**config.mk**
```make
export PLATFORM = sky130hd
export DESIGN_NAME = p2s_ctrl
export DESIGN_NICKNAME = d
export VERILOG_FILES = /design/src/hw/rtl/p2s_pkg.sv /design/src/hw/rtl/p2s_ctrl.sv
export SDC_FILE = /design/constraint.sdc
export NUM_CORES = 1
export LEC_CHECK = 0
export BUFFER_PORTS_ARGS = -buffer_cell sky130_fd_sc_hd__buf_2
export CORE_MARGIN = 5
export CORE_UTILIZATION = 37
export CTS_BUF_LIST = sky130_fd_sc_hd__clkbuf_4 sky130_fd_sc_hd__clkbuf_8 sky130_fd_sc_hd__clkbuf_16
export DETAILED_ROUTE_END_ITERATION = 7
export GPL_TIMING_DRIVEN = 1
export HOLD_SLACK_MARGIN = 0.12
export PLACE_DENSITY_LB_ADDON = 0.05
export SYNTH_ARGS = -nofsm -noshare
export SYNTH_HDL_FRONTEND = slang
export SYNTH_SLANG_ARGS = --single-unit
```
**constraint.sdc**
```tcl
create_clock -name clock -period 2.3 [get_ports clock]
set_input_delay 0.46 -clock clock [delete_from_list [all_inputs] [get_ports clock]]
set_output_delay 0.46 -clock clock [all_outputs]
set_load 0.02 [all_outputs]
```
**src/hw/rtl/p2s_pkg.sv**
```systemverilog
// p2s_pkg: widths, codes and shared types for the position-to-section lookup.
// No dependencies; compiled first.
package p2s_pkg;

   localparam int MAX_SECTIONS = 4096;
   localparam int IDX_W        = $clog2(MAX_SECTIONS);
   localparam int CNT_W        = IDX_W + 1;
   localparam int POS_BITS     = 24;
   localparam int POSN_W       = 26;
   localparam int OP_W         = 2;
   localparam int CSR_IDX_W    = 2;
   localparam int CSR_DATA_W   = 24;
   localparam int PROBE_W      = IDX_W + POS_BITS + 1;
   localparam int DIVD_W       = POSN_W;
   localparam int DIV_CNT_W    = $clog2(DIVD_W);

   localparam logic [POS_BITS-1:0] PROBE_OFFSET = POS_BITS'(100);

   localparam logic [OP_W-1:0] OP_LOAD   = 2'd0;
   localparam logic [OP_W-1:0] OP_BUILD  = 2'd1;
   localparam logic [OP_W-1:0] OP_LOOKUP = 2'd2;

   localparam logic [CSR_IDX_W-1:0] CSR_TRACK_LEN = 2'd0;
   localparam logic [CSR_IDX_W-1:0] CSR_MEAN_LEN  = 2'd1;
   localparam logic [CSR_IDX_W-1:0] CSR_COUNT     = 2'd2;

   localparam logic [POS_BITS-1:0] TRACK_LEN_RST = POS_BITS'(1000000);
   localparam logic [POS_BITS-1:0] MEAN_LEN_RST  = POS_BITS'(1000);
   localparam logic [CNT_W-1:0]    COUNT_RST     = CNT_W'(1000);

   // datapath command, one per cycle
   typedef enum logic [4:0] {
      DP_NOP,
      DP_CAPTURE,
      DP_LOAD_WR,
      DP_DIV_WRAP,
      DP_SET_POS,
      DP_DIV_BUCKET,
      DP_SET_Q,
      DP_DIV_MODQ,
      DP_HINT_RD,
      DP_HINT_IDX,
      DP_DIV_K,
      DP_SET_EST,
      DP_EST_IDX,
      DP_RD_CUR,
      DP_RD_NEXT,
      DP_DEC,
      DP_INC,
      DP_SET_LAST,
      DP_HINT_WR,
      DP_NEXT_BUCKET,
      DP_RSP
   } dp_op_type;

   typedef struct packed {
      logic div_done;
      logic is_lookup;
      logic cmp_lt;
      logic cmp_gt;
      logic idx_zero;
      logic idx_p1_lt;
      logic idx_p2_lt;
      logic last_bucket;
   } p2s_stat_type;

endpackage

```
**src/hw/rtl/p2s_ctrl.sv**
```systemverilog
// p2s_ctrl: sequencer for load, hint build and lookup; owns the handshakes.
// Depends on p2s_pkg.
module p2s_ctrl import p2s_pkg::*; (
   input  logic            clock,
   input  logic            reset,
   input  logic            req_valid,
   output logic            req_ready,
   input  logic [OP_W-1:0] req_op,
   output logic            rsp_valid,
   input  logic            rsp_ready,
   input  p2s_stat_type    stat,
   output dp_op_type       dp_op
);

   typedef enum logic [4:0] {
      S_IDLE, S_LOAD, S_WRAP, S_WRAP_W, S_BUCK, S_BUCK_W, S_MODQ, S_MODQ_W,
      S_HINT, S_K, S_K_W, S_BUCKET, S_BACK_RD, S_BACK_CMP, S_FWD, S_FWD_CMP,
      S_END, S_NEXT, S_DONE
   } state_type;

   state_type state_ff, state_in;
   logic      rsp_valid_ff, rsp_valid_in;

   always_comb begin
      state_in     = state_ff;
      dp_op        = DP_NOP;
      rsp_valid_in = rsp_valid_ff && !rsp_ready;
      unique case (state_ff)
         S_IDLE: begin
            if (req_valid) begin
               dp_op = DP_CAPTURE;
               priority case (req_op)
                  OP_LOAD:   state_in = S_LOAD;
                  OP_BUILD:  state_in = S_K;
                  OP_LOOKUP: state_in = S_WRAP;
                  default:   state_in = S_DONE;
               endcase
            end
         end
         S_LOAD: begin
            dp_op    = DP_LOAD_WR;
            state_in = S_DONE;
         end
         S_WRAP: begin
            dp_op    = DP_DIV_WRAP;
            state_in = S_WRAP_W;
         end
         S_WRAP_W: begin
            if (stat.div_done) begin
               dp_op    = DP_SET_POS;
               state_in = S_BUCK;
            end
         end
         S_BUCK: begin
            dp_op    = DP_DIV_BUCKET;
            state_in = S_BUCK_W;
         end
         S_BUCK_W: begin
            if (stat.div_done) begin
               dp_op    = DP_SET_Q;
               state_in = S_MODQ;
            end
         end
         S_K: begin
            dp_op    = DP_DIV_K;
            state_in = S_K_W;
         end
         S_K_W: begin
            if (stat.div_done) begin
               dp_op    = DP_SET_Q;
               state_in = S_MODQ;
            end
         end
         S_MODQ: begin
            dp_op    = DP_DIV_MODQ;
            state_in = S_MODQ_W;
         end
         S_MODQ_W: begin
            if (stat.div_done) begin
               if (stat.is_lookup) begin
                  dp_op    = DP_HINT_RD;
                  state_in = S_HINT;
               end else begin
                  dp_op    = DP_SET_EST;
                  state_in = S_BUCKET;
               end
            end
         end
         S_HINT: begin
            dp_op    = DP_HINT_IDX;
            state_in = S_BACK_RD;
         end
         S_BUCKET: begin
            dp_op    = DP_EST_IDX;
            state_in = S_BACK_RD;
         end
         S_BACK_RD: begin
            dp_op    = DP_RD_CUR;
            state_in = S_BACK_CMP;
         end
         S_BACK_CMP: begin
            if (stat.cmp_lt && !stat.idx_zero) begin
               dp_op    = DP_DEC;
               state_in = S_BACK_RD;
            end else if (stat.cmp_lt && stat.is_lookup) begin
               // lookup below the first start answers section zero
               state_in = S_END;
            end else begin
               state_in = S_FWD;
            end
         end
         S_FWD: begin
            // in a build the forward step never reads the last section
            if (stat.is_lookup ? stat.idx_p1_lt : stat.idx_p2_lt) begin
               dp_op    = DP_RD_NEXT;
               state_in = S_FWD_CMP;
            end else begin
               state_in = S_END;
            end
         end
         S_FWD_CMP: begin
            if (!stat.cmp_gt) begin
               state_in = S_END;
            end else if (stat.idx_p2_lt) begin
               dp_op    = DP_INC;
               state_in = S_FWD;
            end else begin
               dp_op    = DP_SET_LAST;
               state_in = S_END;
            end
         end
         S_END: begin
            if (stat.is_lookup) begin
               state_in = S_DONE;
            end else begin
               dp_op    = DP_HINT_WR;
               state_in = stat.last_bucket ? S_DONE : S_NEXT;
            end
         end
         S_NEXT: begin
            dp_op    = DP_NEXT_BUCKET;
            state_in = S_BUCKET;
         end
         S_DONE: begin
            if (!rsp_valid_ff || rsp_ready) begin
               dp_op        = DP_RSP;
               rsp_valid_in = 1'b1;
               state_in     = S_IDLE;
            end
         end
         default: state_in = S_IDLE;
      endcase
   end

   always_ff @(posedge clock) begin
      if (reset) begin
         state_ff     <= S_IDLE;
         rsp_valid_ff <= 1'b0;
      end else begin
         state_ff     <= state_in;
         rsp_valid_ff <= rsp_valid_in;
      end
   end

   assign req_ready = (state_ff == S_IDLE);
   assign rsp_valid = rsp_valid_ff;

endmodule

```
; ---- After elaboration in Yosys (flattened, before gate mapping)
; Cells that the tools add are included.
[totals]
output_inout_bits = 7
romBits = 0
ram_bits = 0
regBits = 6
latchBits = 0
word_cells = 68
n_memories = 0
inputBits = 14
[classes]
n_reduce_logical = 12
multipliers = 0
magnitude_cmp = 0
n_eq_ne = 25
div_mod_pow = 0
n_shift = 0
mux = 29
bitwise_logic = 0
n_addsub = 0
[ops]
columns = op, n
row1 = case mux 5 bit (18 select lines), 1
row2 = case mux 5 bit (17 select lines), 1
row3 = 2-to-1 mux 5 bit, 13
row4 = == test 5 x 4 -> 1 bit (second input constant), 8
row5 = == test 5 x 3 -> 1 bit (second input constant), 4
row6 = == test 5 bit (second input constant), 3
row7 = case mux 5 bit (3 select lines), 1
row8 = 2-to-1 mux 4 bit, 3
row9 = == test 5 x 2 -> 1 bit (second input constant), 2
row10 = inequality test 2 bit (second input constant), 4
row11 = 2-to-1 mux 2 bit, 3
row12 = 2-to-1 mux 3 bit, 2
row13 = == test 5 x 1 -> 1 bit (second input constant), 1
row14 = logical NOT 5 bit, 1
row15 = 2-to-1 mux 1 bit, 5
row16 = AND reduction 5 bit, 1
row17 = OR reduction 2 bit, 2
row18 = logical AND 1 bit, 3
row19 = logical NOT 1 bit, 3
row20 = == test 2 x 1 -> 1 bit (second input constant), 1
row21 = == test 2 bit (second input constant), 1
row22 = logical NOT 2 bit, 1
row23 = inequality test 2 x 1 -> 1 bit (second input constant), 1
row24 = logical OR 1 bit, 1

; ---- Longest topological paths before layout
[depth]
depth_word = 4
mapped_depth = 7
depth_no_buf = 5

; ---- Worst setup path after synthesis
; Ideal clock, no wire load.
[synth_path]
path_kind = input to output
startpoint = input stat[6] (netlist bit)
endpoint = output dp_op[1]
path_buffers = 1
setup_slack_ns = 0.173
cell_stages = 5
required_time_ns = 1.840
arrival_ns = 1.667
path_cell_list = buf_2 -> mux2i_2 -> nand2b_1 -> nor2_1 -> or4_1
[synth_between]
elab_chain_len = 3
elab_cells_between_ends = 6
classes_between = mux: 6
[synth_rtl]
columns = item, line
row1 = "start, declared", p2s_ctrl.sv:11  ; input p2s_stat_type stat,
row2 = 2-to-1 mux 1 bit / 2-to-1 mux 2 bit (equally long branches), "p2s_ctrl.sv:114, p2s_ctrl.sv:80"
row3 = "2-to-1 mux 4 bit, on equally long branches", "p2s_ctrl.sv:114, p2s_ctrl.sv:79"
row4 = case mux 5 bit (18 select lines) (*), p2s_ctrl.sv:28  ; unique case (state_ff)
row5 = "end, declared", p2s_ctrl.sv:12  ; output dp_op_type dp_op
; Mark *: on every way between the ends. The rest lies on a longest branch, timed or not.

; ---- Final worst setup path
; Ends and elaborated chain as after synthesis.

==> metrics.csv <==
stage,metric,value,unit
global_routing,total overflow reported by the global router,0,
critical_path,maximum fanout along the worst path,8,
clock_network,number of buffers created by CTS,3,
critical_path,Worst EP arrival,1.82,ns
timing,Post-Route Skew,0.001367,ns
global_routing,initial antenna violation count,0,
routing,DR WL/cell,16.31,um
synthesis,summed instance area of the synthesized netlist,973.4,um^2
global_routing,maximum number of pins on one net before global-route repair,29,
routing,DR iter-0 viols,100,
synthesis,Post-synth top cells,"sky130_fd_sc_hd__a21oi_1 (10), sky130_fd_sc_hd__nor2_1 (10), sky130_fd_sc_hd__buf_2 (9)",
die,I/O pin count,21,
routing,vias per cell,6.031,
pwr,worst vdd rail ir drop,765.1,uV
die,standard cell core area,2500,um^2
hold_path,critical hold path startpoint,reset,
synthesis,number of warnings reported in the yosys synthesis log,0,
placement,number of placed instances with taps included,184,
synthesis,synthesis-stage register bit count,6,
synthesis,"EDFF count, synth",0,
die,number of rows created at floorplan,18,
die,chip width,61.29,um
synthesis,library cell occupying the most area in the post-synthesis netlist,sky130_fd_sc_hd__dfxtp_1,
global_routing,first-pass GRT wire length,5175,um
pwr,pwr/cell area,1215,nW/um^2
layout,area used by multi-input combinational logic,794.5,um^2
critical_path,worst flop-to-flop path startpoint,state_ff[4],
critical_path,depth of the most critical reg-to-reg path,6,
synthesis,share of synthesized area occupied by flip-flops and latches,12.34,%
synthesis,share of flip-flops with an asynchronous set or reset after synthesis,0,%
die,Starting Density,38.94,%
routing,post-detailed-route count of antenna-violating nets,0,
critical_path,critical path capture point type,primary output,
timing,Hold WS,0.4578,ns
routing,DRC violations left,0,
synthesis,dominant register cell in the synthesized netlist,sky130_fd_sc_hd__dfxtp_1,
clock_network,CTS Hold Buffers Added,0,
timing,max-slew violations,0,
status,outcome,"finished, final reports clean",
clock_network,number of buffers between clock root and the deepest sink,2,
critical_path,source of the critical timing path,stat[6],
routing,number of vias in the routed layout,1164,
placement,HPWL Detailed,2288,um
synthesis,post-synth cell types,54,
die,area of the die,3756,um^2
timing,Worst Slack Setup Final,0.02333,ns
critical_path,endpoint of the most critical register-to-register path,state_ff[1],
layout,storage element area,130.1,um^2
timing,slew at the pin closest to its max-slew limit,0.5379,ns
synthesis,average footprint of a synthesized cell,7.054,um^2
layout,count of antenna diodes in the layout,0,
timing,headroom to the max-slew limit,63.21,%
timing,"Min Clock Period, post-route",2.277,ns
placement,final weighted congestion of routability-driven global placement,0.8826,
synthesis,post-synthesis cell count,138,
layout,"Net count, final",179,
clock_network,clock-pin slew on the worst setup and hold paths,0.04,ns
hold_path,hold crit path type,input pin to flip-flop,
layout,share of layout cells above drive strength 1,35.58,%
critical_path,type of the setup path with the least slack,input pin to primary output,
layout,Layout fillers,274,
critical_path,required time at the endpoint of the critical path,1.84,ns
pwr,Total Power,1.510,mW
layout,core occupancy in the finished layout,49.70,%
clock_network,CTS tree,done,
timing,share of the clock period used by the worst path,98.99,%
job,maximum capacitance violations,0,
global_routing,aggregate global-route resource usage,18.42,%
critical_path,Worst setup SP type,input pin,
clock_network,clock sink total,6,
timing,Fmax,439.2,MHz
clock_network,depth of the CTS H-tree,1,
routing,first-pass iteration count of the detailed router,4,
critical_path,worst reg-to-reg setup slack,0.40,ns
synthesis,ranking of synthesized cells by area,"sky130_fd_sc_hd__dfxtp_1 (12%), sky130_fd_sc_hd__a21oi_1 (5.1%), sky130_fd_sc_hd__buf_2 (4.6%), sky130_fd_sc_hd__nand2b_1 (4.5%), sky130_fd_sc_hd__nand3_1 (4.1%)",
placement,DP Worst Slack,0.04884,ns
clock_network,clock root buffer,sky130_fd_sc_hd__clkbuf_4,
hold_path,worst hold path depth,2,
synthesis,area fraction of the dominant cell type after synthesis,12.34,%
synthesis,net count after synthesis,152,
routing,Routed Wire Length,3148,um
layout,Post-Layout Cell Count,193,
clock_network,insertion delay of the later-clocked pin in the worst-skew pair,0.24,ns
layout,area added between synthesis and finish,27.63,%
timing,Setup-failing EPs final,0,
timing,setup repair after global routing missed its margin,yes,
timing,Final Hold Viols,0,
global_routing,via count of the first global-routing pass,1081,
placement,number of buffers inserted by port buffering,20,
hold_path,end point of the most critical hold path,rsp_valid,
die,die boundary height,61.29,um
pwr,P_leak,0.4776,nW
repair_timing:
item,CTS,global route
pin swaps,3,3
gates resized for setup,9,13
buffers inserted,1,5
setup endpoints to repair,2,3
area by class of cell:
cell class	count	area share, %
clock buffers	3	1.813
inverters	4	1.410
multi-input cells	114	63.95
flip-flops and latches	6	10.47
well taps	30	3.021
repair buffers	36	19.34
power breakdown:
part	switching, mW	internal (mW)	leakage, nW
clock network	0.0366	0.0589	0.0138
registers	0.0581	0.151	0.0513
logic	0.674	0.531	0.413
total	0.769	0.741	0.478
critical path: stages:
cell and delay [ns]:
sky130_fd_sc_hd__buf_2 0.12, sky130_fd_sc_hd__buf_4 0.16, sky130_fd_sc_hd__nor2_2 0.06, sky130_fd_sc_hd__a22oi_2 0.17
sky130_fd_sc_hd__a2bb2oi_1 0.17, sky130_fd_sc_hd__nor2_1 0.07, sky130_fd_sc_hd__or4_4 0.47, sky130_fd_sc_hd__buf_6 0.14
metrics by stage:
step	area, um^2	setup TNS [ns]
after CTS	1156	0
after detailed placement	1104	0
after floorplan	973.4	0
final	1242	0
after global placement	1104	0
after global routing	1242	-0.1771
state kept, by name (all words and copies together), names as in the netlist:
signal,count
rsp_valid,1
state_ff,5
layer usage:
metal	vias up	GRT usage, %	part of all wire, %
met5	-	0	0
met4	0	4.025	1.8
met3	6	3.983	6.2
met2	33	28.25	46
met1	548	26.35	46
li1	577	-	-
cell usage in the layout (no fill, tap or decap), types with 2 or more instances in the layout:
cell type,count
sky130_fd_sc_hd__buf_2,18
sky130_fd_sc_hd__buf_4,14
sky130_fd_sc_hd__nor2_1,9
sky130_fd_sc_hd__a21oi_1,9
sky130_fd_sc_hd__nand3_1,8
sky130_fd_sc_hd__nand2b_1,7
sky130_fd_sc_hd__nand2_1,5
sky130_fd_sc_hd__o21ai_0,5
sky130_fd_sc_hd__nor3_1,4
sky130_fd_sc_hd__nor2b_1,4
sky130_fd_sc_hd__o22ai_1,4
sky130_fd_sc_hd__o2bb2ai_1,4
sky130_fd_sc_hd__buf_6,4
sky130_fd_sc_hd__o21ai_1,3
sky130_fd_sc_hd__and3_1,3
sky130_fd_sc_hd__nand3b_1,3
sky130_fd_sc_hd__a2111oi_0,3
sky130_fd_sc_hd__clkbuf_4,3
sky130_fd_sc_hd__inv_1,2
sky130_fd_sc_hd__a211oi_1,2
sky130_fd_sc_hd__o21bai_1,2
sky130_fd_sc_hd__nor4_1,2
sky130_fd_sc_hd__or4_4,2
sky130_fd_sc_hd__a211o_1,2
sky130_fd_sc_hd__o211ai_1,2
sky130_fd_sc_hd__dfxtp_1,2
sky130_fd_sc_hd__dfxtp_2,2
sky130_fd_sc_hd__dfxtp_4,2
cell families (layout without fill, tap and decap cells):
kind of cell           after synthesis  count (layout)  share of synthesized area [%]
flip-flops                           6               6                          12.34
AO/OA/AOI/OAI                       52              52                          38.95
AND/OR/NAND/NOR                     59              59                          35.35
buffers and inverters               18              43                          10.03
multiplexers                         2               2                          2.442
XOR/XNOR                             1               1                         0.8999
worst max path at each step:
stage                to  slack [ns]  depth (start not counted)
5_1_grt        dp_op[2]       -0.07                          6
2_1_floorplan  dp_op[1]        0.17                          5
4_1_cts        dp_op[1]      0.0006                          6
3_3_place_gp   dp_op[2]        0.05                          7
3_5_place_dp   dp_op[2]        0.05                          7
6_report       dp_op[1]        0.02                          8
(Power assumes the default switching activity.)
